### src/hw/rtl/chcc_pkg.sv
// Shared types, constants and helpers for the coordinate hill-climb controller.
`timescale 1ns / 1ps
`default_nettype none
package chcc_pkg;

    localparam int MAX_VARS = 16;
    localparam int VAR_AW = $clog2(MAX_VARS);
    localparam int CNT_W = VAR_AW + 1;
    localparam int VAL_W = 32;
    localparam int COST_W = 40;
    localparam int STEP_W = 31;
    localparam int NRES = 3;

    localparam logic [COST_W-1:0] COST_ONE = 40'd65536;
    localparam logic [COST_W-1:0] COST_CEILING = 40'd6553600000;

    localparam logic [1:0] MODE_LOAD = 2'd0;
    localparam logic [1:0] MODE_START = 2'd1;
    localparam logic [1:0] MODE_REPORT = 2'd2;

    localparam logic [1:0] CFG_NUM_VARS = 2'd0;
    localparam logic [1:0] CFG_INIT_STEP = 2'd1;
    localparam logic [1:0] CFG_STOP_STEP = 2'd2;

    localparam logic [STEP_W-1:0] INIT_STEP_RST = 31'd65536;
    localparam logic [STEP_W-1:0] STOP_STEP_RST = 31'd16384;

    typedef enum logic [1:0] {
        ACT_EVAL = 2'd0,
        ACT_SET  = 2'd1,
        ACT_DONE = 2'd2
    } act_t;

    typedef enum logic [3:0] {
        OP_NONE,
        OP_LOAD,
        OP_FIN,
        OP_START,
        OP_NEG,
        OP_NEXT,
        OP_RFIN,
        OP_CFIN,
        OP_CNEXT
    } op_t;

    typedef struct packed {
        op_t                op;
        logic [VAR_AW-1:0]  idx;
        logic [VAR_AW-1:0]  pidx;
        logic               neg_b;
        logic               newbest;
        logic [STEP_W-1:0]  step_a;
        logic [STEP_W-1:0]  step_b;
        logic [VAL_W-1:0]   value;
        logic [COST_W-1:0]  cost;
    } item_t;

    typedef struct packed {
        logic               re;
        logic [VAR_AW-1:0]  addr;
    } mem_rd_t;

    typedef struct packed {
        logic               we;
        logic [VAR_AW-1:0]  addr;
        logic [VAL_W-1:0]   data;
    } mem_wr_t;

    typedef struct packed {
        act_t               act;
        logic [VAR_AW-1:0]  idx;
        logic [VAL_W-1:0]   val;
        logic [COST_W-1:0]  cost;
    } res_t;

    // value +/- step, saturated to the signed 32-bit range
    function automatic logic [VAL_W-1:0] moved(input logic [VAL_W-1:0] v, input logic neg,
                                               input logic [STEP_W-1:0] step);
        logic [VAL_W:0] s;
        logic [VAL_W-1:0] r;
        if (neg) begin
            s = {v[VAL_W-1], v} - {2'b00, step};
        end else begin
            s = {v[VAL_W-1], v} + {2'b00, step};
        end
        if (s[VAL_W] != s[VAL_W-1]) begin
            r = s[VAL_W] ? {1'b1, {(VAL_W-1){1'b0}}} : {1'b0, {(VAL_W-1){1'b1}}};
        end else begin
            r = s[VAL_W-1:0];
        end
        return r;
    endfunction

endpackage
`default_nettype wire

### src/hw/rtl/chcc_var_mem.sv
// Variable store: one write port, one registered read port with write-first forwarding.
`timescale 1ns / 1ps
`default_nettype none
module chcc_var_mem (
    input  wire logic                          aclk,
    input  wire chcc_pkg::mem_rd_t             rd,
    input  wire chcc_pkg::mem_wr_t             wr,
    output logic [chcc_pkg::VAL_W-1:0]         rd_data
);

    logic [chcc_pkg::VAL_W-1:0] mem [chcc_pkg::MAX_VARS];
    logic [chcc_pkg::VAL_W-1:0] rd_data_reg;

    always_ff @(posedge aclk) begin
        if (wr.we) begin
            mem[wr.addr] <= wr.data;
        end
    end

    always_ff @(posedge aclk) begin
        if (rd.re) begin
            rd_data_reg <= (wr.we && wr.addr == rd.addr) ? wr.data : mem[rd.addr];
        end
    end

    assign rd_data = rd_data_reg;

endmodule
`default_nettype wire

### src/hw/rtl/chcc_seq.sv
// Search sequencer: config registers, search state and per-word decisions at accept.
`timescale 1ns / 1ps
`default_nettype none
module chcc_seq (
    input  wire logic                            aclk,
    input  wire logic                            aresetn,
    input  wire logic                            cfg_we,
    input  wire logic [1:0]                      cfg_index,
    input  wire logic [chcc_pkg::STEP_W-1:0]     cfg_data,
    input  wire logic                            s_tvalid,
    input  wire logic [1:0]                      mode,
    input  wire logic [chcc_pkg::VAR_AW-1:0]     var_index,
    input  wire logic [chcc_pkg::VAL_W-1:0]      var_value,
    input  wire logic [chcc_pkg::COST_W-1:0]     cost_value,
    input  wire logic                            st1_free,
    output logic                                 s_tready,
    output logic                                 fire,
    output chcc_pkg::item_t                      item,
    output chcc_pkg::mem_rd_t                    mem_rd
);

    logic [chcc_pkg::CNT_W-1:0]  num_vars_reg;
    logic [chcc_pkg::STEP_W-1:0] init_step_reg;
    logic [chcc_pkg::STEP_W-1:0] stop_step_reg;

    logic                         running_reg, running_next;
    logic [chcc_pkg::STEP_W-1:0]  step_reg, step_next;
    logic [chcc_pkg::COST_W-1:0]  cur_cost_reg, cur_cost_next;
    logic [chcc_pkg::COST_W-1:0]  best_cost_reg, best_cost_next;
    logic [chcc_pkg::VAR_AW-1:0]  best_idx_reg, best_idx_next;
    logic                         best_neg_reg, best_neg_next;
    logic [chcc_pkg::VAR_AW-1:0]  probe_idx_reg, probe_idx_next;
    logic                         probe_neg_reg, probe_neg_next;

    logic                         accept;
    logic [chcc_pkg::CNT_W-1:0]   n_act;
    logic [chcc_pkg::CNT_W-1:0]   pnext;
    logic                         nb;
    logic [chcc_pkg::COST_W-1:0]  bc;
    logic [chcc_pkg::VAR_AW-1:0]  bi;
    logic                         bn;
    logic [chcc_pkg::STEP_W-1:0]  step_h;

    assign s_tready = st1_free;
    assign accept = s_tvalid && s_tready;
    assign fire = accept && item.op != chcc_pkg::OP_NONE;

    assign n_act = (num_vars_reg > chcc_pkg::CNT_W'(chcc_pkg::MAX_VARS))
                   ? chcc_pkg::CNT_W'(chcc_pkg::MAX_VARS) : num_vars_reg;
    assign pnext = {1'b0, probe_idx_reg} + chcc_pkg::CNT_W'(1);
    assign nb = cost_value < best_cost_reg;
    assign bc = nb ? cost_value : best_cost_reg;
    assign bi = nb ? probe_idx_reg : best_idx_reg;
    assign bn = nb ? probe_neg_reg : best_neg_reg;
    assign step_h = (bc > cur_cost_reg) ? {1'b0, step_reg[chcc_pkg::STEP_W-1:1]} : step_reg;

    always_comb begin
        running_next = running_reg;
        step_next = step_reg;
        cur_cost_next = cur_cost_reg;
        best_cost_next = best_cost_reg;
        best_idx_next = best_idx_reg;
        best_neg_next = best_neg_reg;
        probe_idx_next = probe_idx_reg;
        probe_neg_next = probe_neg_reg;
        item = '0;
        item.op = chcc_pkg::OP_NONE;
        mem_rd = '0;
        case (mode)
            chcc_pkg::MODE_LOAD: begin
                item.op = chcc_pkg::OP_LOAD;
                item.idx = var_index;
                item.value = var_value;
            end
            chcc_pkg::MODE_START: begin
                cur_cost_next = cost_value;
                step_next = init_step_reg;
                item.cost = cost_value;
                item.step_a = init_step_reg;
                if (cost_value < chcc_pkg::COST_ONE || n_act == '0 ||
                    init_step_reg < stop_step_reg) begin
                    running_next = 1'b0;
                    item.op = chcc_pkg::OP_FIN;
                end else begin
                    running_next = 1'b1;
                    best_cost_next = chcc_pkg::COST_CEILING;
                    best_idx_next = '0;
                    best_neg_next = 1'b0;
                    probe_idx_next = '0;
                    probe_neg_next = 1'b0;
                    item.op = chcc_pkg::OP_START;
                    mem_rd.re = 1'b1;
                end
            end
            chcc_pkg::MODE_REPORT: begin
                if (running_reg) begin
                    best_cost_next = bc;
                    best_idx_next = bi;
                    best_neg_next = bn;
                    item.pidx = probe_idx_reg;
                    item.newbest = nb;
                    item.step_a = step_reg;
                    if (!probe_neg_reg) begin
                        probe_neg_next = 1'b1;
                        item.op = chcc_pkg::OP_NEG;
                    end else if (pnext < n_act) begin
                        probe_idx_next = pnext[chcc_pkg::VAR_AW-1:0];
                        probe_neg_next = 1'b0;
                        item.op = chcc_pkg::OP_NEXT;
                        item.idx = pnext[chcc_pkg::VAR_AW-1:0];
                        mem_rd.re = 1'b1;
                        mem_rd.addr = pnext[chcc_pkg::VAR_AW-1:0];
                    end else if (bc == cur_cost_reg) begin
                        running_next = 1'b0;
                        item.op = chcc_pkg::OP_RFIN;
                        item.cost = cur_cost_reg;
                    end else begin
                        step_next = step_h;
                        cur_cost_next = bc;
                        item.idx = bi;
                        item.neg_b = bn;
                        item.step_b = step_h;
                        item.cost = bc;
                        if (step_h < stop_step_reg || n_act == '0) begin
                            running_next = 1'b0;
                            item.op = chcc_pkg::OP_CFIN;
                        end else begin
                            best_cost_next = chcc_pkg::COST_CEILING;
                            best_idx_next = '0;
                            best_neg_next = 1'b0;
                            probe_idx_next = '0;
                            probe_neg_next = 1'b0;
                            item.op = chcc_pkg::OP_CNEXT;
                            mem_rd.re = 1'b1;
                        end
                    end
                end
            end
            default: begin
            end
        endcase
        mem_rd.re = mem_rd.re && accept;
    end

    always_ff @(posedge aclk) begin
        if (!aresetn) begin
            num_vars_reg <= '0;
            init_step_reg <= chcc_pkg::INIT_STEP_RST;
            stop_step_reg <= chcc_pkg::STOP_STEP_RST;
        end else if (cfg_we) begin
            unique case (cfg_index)
                chcc_pkg::CFG_NUM_VARS:  num_vars_reg <= cfg_data[chcc_pkg::CNT_W-1:0];
                chcc_pkg::CFG_INIT_STEP: init_step_reg <= cfg_data;
                chcc_pkg::CFG_STOP_STEP: stop_step_reg <= cfg_data;
                default: begin
                end
            endcase
        end
    end

    always_ff @(posedge aclk) begin
        if (!aresetn) begin
            running_reg <= 1'b0;
            step_reg <= '0;
            cur_cost_reg <= '0;
            best_cost_reg <= '0;
            best_idx_reg <= '0;
            best_neg_reg <= 1'b0;
            probe_idx_reg <= '0;
            probe_neg_reg <= 1'b0;
        end else if (accept) begin
            running_reg <= running_next;
            step_reg <= step_next;
            cur_cost_reg <= cur_cost_next;
            best_cost_reg <= best_cost_next;
            best_idx_reg <= best_idx_next;
            best_neg_reg <= best_neg_next;
            probe_idx_reg <= probe_idx_next;
            probe_neg_reg <= probe_neg_next;
        end
    end

endmodule
`default_nettype wire

### src/hw/rtl/chcc_emit.sv
// Execute stage: probe values from the store, store writes of loads and committed moves, result words.
`timescale 1ns / 1ps
`default_nettype none
module chcc_emit (
    input  wire logic                            aclk,
    input  wire logic                            aresetn,
    input  wire logic                            fire,
    input  wire chcc_pkg::item_t                 item,
    input  wire logic [chcc_pkg::VAL_W-1:0]      rd_data,
    output chcc_pkg::mem_wr_t                    mem_wr,
    output logic                                 st1_free,
    output logic                                 m_tvalid,
    input  wire logic                            m_tready,
    output logic [79:0]                          m_tdata,   // out_index, out_value, final_cost
    output logic [1:0]                           m_tuser,   // action
    output logic                                 m_tlast
);

    logic                         st1_valid_reg;
    chcc_pkg::item_t              st1_reg;
    logic                         st1_adv;

    logic [chcc_pkg::VAL_W-1:0]   base_reg;
    logic [chcc_pkg::VAR_AW-1:0]  base_idx_reg;
    logic [chcc_pkg::VAL_W-1:0]   bbase_reg;
    logic [chcc_pkg::VAR_AW-1:0]  bbase_idx_reg;

    logic                         ob_valid_reg;
    logic [1:0]                   ob_cnt_reg;
    logic [1:0]                   ob_pos_reg;
    chcc_pkg::res_t               ob_reg [chcc_pkg::NRES];
    chcc_pkg::res_t               ob_cur;
    logic                         ob_last;
    logic                         ob_free;

    chcc_pkg::res_t               res [chcc_pkg::NRES];
    logic [1:0]                   res_cnt;
    logic [chcc_pkg::VAL_W-1:0]   bval;
    logic [chcc_pkg::VAL_W-1:0]   wval;
    logic [chcc_pkg::VAL_W-1:0]   src0;
    chcc_pkg::res_t               r_restore;
    chcc_pkg::res_t               r_done;

    assign ob_cur = ob_reg[ob_pos_reg];
    assign ob_last = ob_pos_reg == ob_cnt_reg - 2'd1;
    assign ob_free = !ob_valid_reg || (m_tready && ob_last);
    assign st1_adv = st1_valid_reg && (st1_reg.op == chcc_pkg::OP_LOAD || ob_free);
    assign st1_free = !st1_valid_reg || st1_adv;

    assign m_tvalid = ob_valid_reg;
    assign m_tuser = ob_cur.act;
    assign m_tdata = {4'b0000, ob_cur.cost, ob_cur.val, ob_cur.idx};
    assign m_tlast = ob_last;

    assign bval = st1_reg.newbest ? base_reg : bbase_reg;
    assign wval = chcc_pkg::moved(bval, st1_reg.neg_b, st1_reg.step_a);
    assign src0 = (st1_reg.op == chcc_pkg::OP_CNEXT && st1_reg.idx == '0) ? wval : rd_data;

    always_comb begin
        r_restore = '{act: chcc_pkg::ACT_SET, idx: st1_reg.pidx, val: base_reg, cost: '0};
        r_done = '{act: chcc_pkg::ACT_DONE, idx: '0, val: '0, cost: st1_reg.cost};
        for (int i = 0; i < chcc_pkg::NRES; i++) begin
            res[i] = '{act: chcc_pkg::ACT_EVAL, idx: '0, val: '0, cost: '0};
        end
        res_cnt = 2'd0;
        mem_wr = '0;
        case (st1_reg.op) inside
            chcc_pkg::OP_LOAD: begin
                mem_wr.we = 1'b1;
                mem_wr.addr = st1_reg.idx;
                mem_wr.data = st1_reg.value;
            end
            chcc_pkg::OP_FIN: begin
                res[0] = r_done;
                res_cnt = 2'd1;
            end
            chcc_pkg::OP_START: begin
                res[0].val = chcc_pkg::moved(rd_data, 1'b0, st1_reg.step_a);
                res_cnt = 2'd1;
            end
            chcc_pkg::OP_NEG: begin
                res[0] = r_restore;
                res[1].idx = st1_reg.pidx;
                res[1].val = chcc_pkg::moved(base_reg, 1'b1, st1_reg.step_a);
                res_cnt = 2'd2;
            end
            chcc_pkg::OP_NEXT: begin
                res[0] = r_restore;
                res[1].idx = st1_reg.idx;
                res[1].val = chcc_pkg::moved(rd_data, 1'b0, st1_reg.step_a);
                res_cnt = 2'd2;
            end
            chcc_pkg::OP_RFIN: begin
                res[0] = r_restore;
                res[1] = r_done;
                res_cnt = 2'd2;
            end
            chcc_pkg::OP_CFIN, chcc_pkg::OP_CNEXT: begin
                mem_wr.we = 1'b1;
                mem_wr.addr = st1_reg.idx;
                mem_wr.data = wval;
                res[0] = r_restore;
                res[1] = '{act: chcc_pkg::ACT_SET, idx: st1_reg.idx, val: wval, cost: '0};
                if (st1_reg.op == chcc_pkg::OP_CFIN) begin
                    res[2] = r_done;
                end else begin
                    res[2].val = chcc_pkg::moved(src0, 1'b0, st1_reg.step_b);
                end
                res_cnt = 2'd3;
            end
            default: begin
            end
        endcase
        mem_wr.we = mem_wr.we && st1_adv;
    end

    always_ff @(posedge aclk) begin
        if (!aresetn) begin
            st1_valid_reg <= 1'b0;
        end else if (fire) begin
            st1_valid_reg <= 1'b1;
        end else if (st1_adv) begin
            st1_valid_reg <= 1'b0;
        end
    end

    always_ff @(posedge aclk) begin
        if (fire) begin
            st1_reg <= item;
        end
    end

    always_ff @(posedge aclk) begin
        if (st1_adv) begin
            case (st1_reg.op) inside
                chcc_pkg::OP_LOAD: begin
                    if (st1_reg.idx == base_idx_reg) begin
                        base_reg <= st1_reg.value;
                    end
                    if (st1_reg.idx == bbase_idx_reg) begin
                        bbase_reg <= st1_reg.value;
                    end
                end
                chcc_pkg::OP_START, chcc_pkg::OP_CNEXT: begin
                    base_reg <= src0;
                    base_idx_reg <= '0;
                    bbase_reg <= src0;
                    bbase_idx_reg <= '0;
                end
                chcc_pkg::OP_NEG, chcc_pkg::OP_NEXT: begin
                    if (st1_reg.newbest) begin
                        bbase_reg <= base_reg;
                        bbase_idx_reg <= base_idx_reg;
                    end
                    if (st1_reg.op == chcc_pkg::OP_NEXT) begin
                        base_reg <= rd_data;
                        base_idx_reg <= st1_reg.idx;
                    end
                end
                default: begin
                end
            endcase
        end
    end

    always_ff @(posedge aclk) begin
        if (!aresetn) begin
            ob_valid_reg <= 1'b0;
            ob_cnt_reg <= 2'd0;
            ob_pos_reg <= 2'd0;
        end else if (st1_adv && res_cnt != 2'd0) begin
            ob_valid_reg <= 1'b1;
            ob_cnt_reg <= res_cnt;
            ob_pos_reg <= 2'd0;
        end else if (ob_valid_reg && m_tready) begin
            if (ob_last) begin
                ob_valid_reg <= 1'b0;
            end else begin
                ob_pos_reg <= ob_pos_reg + 2'd1;
            end
        end
    end

    always_ff @(posedge aclk) begin
        if (st1_adv && res_cnt != 2'd0) begin
            for (int i = 0; i < chcc_pkg::NRES; i++) begin
                ob_reg[i] <= res[i];
            end
        end
    end

    a_pos_in_range: assert property (@(posedge aclk) disable iff (!aresetn)
        ob_valid_reg |-> (ob_pos_reg < ob_cnt_reg))
        else $error("result position beyond word count");

    a_done_is_last: assert property (@(posedge aclk) disable iff (!aresetn)
        (m_tvalid && m_tuser == chcc_pkg::ACT_DONE) |-> m_tlast)
        else $error("finished word not marked last");

    a_stall_holds: assert property (@(posedge aclk) disable iff (!aresetn)
        (st1_valid_reg && !st1_adv) |=> (st1_valid_reg && $stable(st1_reg)))
        else $error("stalled execute stage lost its word");

    a_write_on_adv: assert property (@(posedge aclk) disable iff (!aresetn)
        mem_wr.we |-> (st1_valid_reg && st1_free))
        else $error("store write without stage advance");

endmodule
`default_nettype wire

### src/hw/rtl/coordinate_hill_climb_controller_unit.sv
// Top level of the coordinate hill-climb search controller.
// Usage:
//   s_ channel words: tuser = mode (load variable, start with cost, probe cost report),
//   tdata = var_index, var_value, cost_value. cfg_we/cfg_index/cfg_data write num_vars,
//   init_step and stop_step; write them only while no search word is in flight.
//   m_ channel words: tuser = action (set and evaluate, set only, finished), tdata =
//   out_index, out_value, final_cost; tlast marks the last word caused by one input word.
// Path: an accepted input word is registered in the execute stage, and then its result
//   words are registered in the output buffer, from which they are offered on the m_ channel.
// Throughput: one input word per cycle while the output keeps up; each input word holds
//   the output until its result words (one to three) are taken; loads have none.
//   The bound is the output, one word per cycle while m_tready is high; the store's single
//   read and single write port never hold up the flow.
// Reset: aresetn (synchronous, active low) idles the search, clears the step and costs,
//   and restores the register defaults; variable contents stay undefined until loaded.
// Stall: while m_tready is low the pending result words hold, the execute stage holds any
//   word but a load, and s_tready drops while that stage holds a word it cannot pass on;
//   nothing is lost or repeated.
`timescale 1ns / 1ps
`default_nettype none
module coordinate_hill_climb_controller_unit (
    input  wire logic          aclk,
    input  wire logic          aresetn,
    input  wire logic          cfg_we,
    input  wire logic [1:0]    cfg_index,
    input  wire logic [30:0]   cfg_data,
    input  wire logic          s_tvalid,
    output logic               s_tready,
    input  wire logic [79:0]   s_tdata,   // var_index, var_value, cost_value
    input  wire logic [1:0]    s_tuser,   // mode
    output logic               m_tvalid,
    input  wire logic          m_tready,
    output logic [79:0]        m_tdata,   // out_index, out_value, final_cost
    output logic [1:0]         m_tuser,   // action
    output logic               m_tlast
);

    logic                          fire;
    logic                          st1_free;
    chcc_pkg::item_t               item;
    chcc_pkg::mem_rd_t             mem_rd;
    chcc_pkg::mem_wr_t             mem_wr;
    logic [chcc_pkg::VAL_W-1:0]    rd_data;

    chcc_seq u_seq (
        .aclk       (aclk),
        .aresetn    (aresetn),
        .cfg_we     (cfg_we),
        .cfg_index  (cfg_index),
        .cfg_data   (cfg_data),
        .s_tvalid   (s_tvalid),
        .mode       (s_tuser),
        .var_index  (s_tdata[3:0]),
        .var_value  (s_tdata[35:4]),
        .cost_value (s_tdata[75:36]),
        .st1_free   (st1_free),
        .s_tready   (s_tready),
        .fire       (fire),
        .item       (item),
        .mem_rd     (mem_rd)
    );

    chcc_var_mem u_mem (
        .aclk    (aclk),
        .rd      (mem_rd),
        .wr      (mem_wr),
        .rd_data (rd_data)
    );

    chcc_emit u_emit (
        .aclk     (aclk),
        .aresetn  (aresetn),
        .fire     (fire),
        .item     (item),
        .rd_data  (rd_data),
        .mem_wr   (mem_wr),
        .st1_free (st1_free),
        .m_tvalid (m_tvalid),
        .m_tready (m_tready),
        .m_tdata  (m_tdata),
        .m_tuser  (m_tuser),
        .m_tlast  (m_tlast)
    );

endmodule
`default_nettype wire
### config.mk
export PLATFORM = sky130hd
export DESIGN_NAME = coordinate_hill_climb_controller_unit
export DESIGN_NICKNAME = d
export VERILOG_FILES = /design/src/hw/rtl/chcc_pkg.sv /design/src/hw/rtl/chcc_var_mem.sv /design/src/hw/rtl/chcc_seq.sv /design/src/hw/rtl/chcc_emit.sv /design/src/hw/rtl/coordinate_hill_climb_controller_unit.sv
export SDC_FILE = /design/constraint.sdc
export NUM_CORES = 2
export LEC_CHECK = 0
export ABC_AREA = 1
export BUFFER_PORTS_ARGS = -buffer_cell sky130_fd_sc_hd__buf_2
export CAP_MARGIN = 20
export CELL_PAD_IN_SITES_DETAIL_PLACEMENT = 0
export CELL_PAD_IN_SITES_GLOBAL_PLACEMENT = 2
export CORE_MARGIN = 2
export CORE_UTILIZATION = 40
export DETAILED_ROUTE_END_ITERATION = 10
export GPL_ROUTABILITY_DRIVEN = 0
export PLACE_DENSITY_LB_ADDON = 0.15
export SYNTH_ARGS = -nofsm -noshare
export SYNTH_HDL_FRONTEND = slang
export SYNTH_SLANG_ARGS = --single-unit
### constraint.sdc
create_clock -name aclk -period 13.2 [get_ports aclk]
set_input_delay 3.96 -clock aclk [delete_from_list [all_inputs] [get_ports aclk]]
set_output_delay 3.96 -clock aclk [all_outputs]
set_load 0.01 [all_outputs]
==> results.cfg <==
[floorplan]
die_w_um = 399
rows = 145
initial_core_util = 0.401
die_h_um = 399
io_pins = 205
core_region_area_sq_um = 156000
die-area_sq_um = 160000

[cells_and_area]
drive_gt1_frac = 0.0850
final_cell_mix = nand2_1 (1284), edfxtp_1 (993), nor2_1 (855), inv_1 (723), a21oi_1 (632)
area_growth_pct = 12.4
finalNonFillerCells = 9165
fin_nets = 7397
final_common_cell = nand2_1
largest_reg_flops = 512

[logic_synthesis]
ys_types = 64
async_flop_share = 0
ys_warn_count = 0
seq_area_frac_synth = 0.540
yosys_most_used_dff = edfxtp_1
synth.area.top_cells = edfxtp_1 (48%), nand2_1 (7.7%), dfxtp_1 (6.3%)
synth_top_area_frac = 0.477
synth_area_sq_um = 62600
netlist_instances = 6907
yosys.area.top_type = edfxtp_1
synth_edf_count = 993
syn_area_per_cell_sq_um = 9.06
ys_seq_elements = 1190

[worst_setup_path]
slowest_delay_ns = 0.47
critPathMaxFanout = 53
crit_top_cell = nand2_1
critPathRequiredTime_ns = 13.68
critPathTopFamily = simple AND/OR/NAND/NOR gates
critPathCaptureType = register
cpMaxStageDelayCell = buf_4
critPathLaunchType = input port
crit_arrival_ns = 11.31
worst-r2r-setup-slack_ns = 2.55
worstSetupPathType = input port to register
cp_num_buf_inv = 8

[sta]
finalSetupTns_ns = 0
rsz0062_at_grt = no
fmax_mhz = 92.3
finalSetupViolCount = 0
maxSlewViolCount = 0
period_needed_ns = 10.84
post-route-period-util = 0.821
final_hold_viol_count = 0
fin_skew_ns = 0.0375
maxSlewHeadroom = 0.245
worst_hold_slack_ns = 0.467
tightest_slew_ns = 1.13

[clock_tree]
cts_tree = built
cts_buffer_depth = 3
cts-resized-gates = 0
cts_setup_buffers = 0
clockRootBuffer = clkbuf_16
worst_skew_pair.late_latency_ns = 0.80
htree_levels = 4
clkTransAtPathRegs_ns = 0.05
numCtsBuffers = 142
numClockSinks = 1190
postCtsHoldBufs = 0

[power]
p_leak_nw = 27.5
power_density_nw_per_um2 = 129
power_mw = 9.10
ir_drop_v = 0.000135

[route]
vias_per_cell = 5.48
antenna_left = 0
drc_errors = 0
wirelength_mm = 221
first_iter_violations = 4904
drt-pass1-iter-count = 6
vias = 50200
avgRoutedWirePerCell_um = 24.2

[global_routing]
grt_pass1_wl_mm = 321
antenna_found_initial = 8
grt_max_degree = 175
grtUsageTotal = 0.274
overflow = 0
first_global_vias = 47200

[run]
maxCapViolations = 0

[placed_design]
numPortBuffers = 196
post-place-cells = 8909
hpwl_mm = 152

[hold_path]
hold_path.class = register to register

[status]
status = completed
==> Yosys cell counts (38+ instances only) <==
library cell,instances
inv_1,730
a311oi_1,45
dfxtp_1,197
a31oi_1,82
nor2_1,878
o21ai_0,436
nand3_1,218
buf_2,38
a21oi_1,633
o31ai_1,50
xor2_1,75
edfxtp_1,993
o221ai_1,107
clkbuf_1,260
nand2_1,1288
ha_1,278
nor3_1,177
buf_1,38
==> worst paths after layout <==
path	cells past startpoint	to	start
max	38	u_emit.st1_reg[56]	s_tdata[37]
max reg2reg	46	u_emit.ob_reg[2][69]	u_emit.st1_reg[103]
min	2	u_seq.best_idx_reg[1]	u_seq.best_idx_reg[1]
min reg2reg	2	u_seq.best_idx_reg[1]	u_seq.best_idx_reg[1]
==> metal layers <==
| layer | up-vias | GRT usage | routed length [um] |
|---|---|---|---|
| met1 | 24200 | 0.402 | 101000 |
| met4 | 0 | 0.0801 | 6310 |
| met2 | 1731 | 0.421 | 99100 |
| li1 | 24100 | - | - |
| met3 | 264 | 0.0388 | 14800 |
| met5 | - | 0 | 0 |
==> layout make-up <==
type                            instances  area [sq um]
Inverter                              741          2810
Clock buffer                          187          3840
Clock inverter                         68           766
Timing Repair Buffer                  295          1810
Tap cell                             2058          2570
Antenna cell                            1          2.50
Fill cell                           15200         85500
Sequential cell                      1190         33800
Multi-Input combinational cell       4625         24800
==> report_power, final <==
group	leakage (nW)	switching, mW	total, mW	internal, mW
registers	10.4	0.0568	4.22	4.17
clock network	2.21	1.63	3.89	2.26
logic	14.8	0.705	0.986	0.282
total	27.5	2.39	9.10	6.71
==> tightest hold or removal path: cells and delay by family, from the launching register on <==
kind | cells | cell delay [ns]
simple gates | 1 | 0.06
flops | 1 | 0.31
compound gates | 1 | 0.05
==> stage by stage <==
stage	utilization	instance area, sq um	setup WS, ns
finish	0.451	70300	2.36
floorplan	-	62600	1.06
CTS	0.451	70300	2.34
global route	0.451	70300	1.63
detailed placement	0.422	65700	1.51
global placement	0.422	65700	1.50
==> kinds of logic (layout without fill, tap and decap cells) <==
logic type	count (synthesis)	in the layout	synth area share
adder cells (fa/ha/maj)	282	282	0.0569
other	1	5	0.0000599
buffers and inverters	1095	1291	0.0684
AO/OA/AOI/OAI	1566	1566	0.147
multiplexers	2	2	0.000320
XOR/XNOR	107	107	0.0150
AND/OR/NAND/NOR	2664	2664	0.173
flip-flops	1190	1190	0.540
Power figures use the tool's default switching activity.
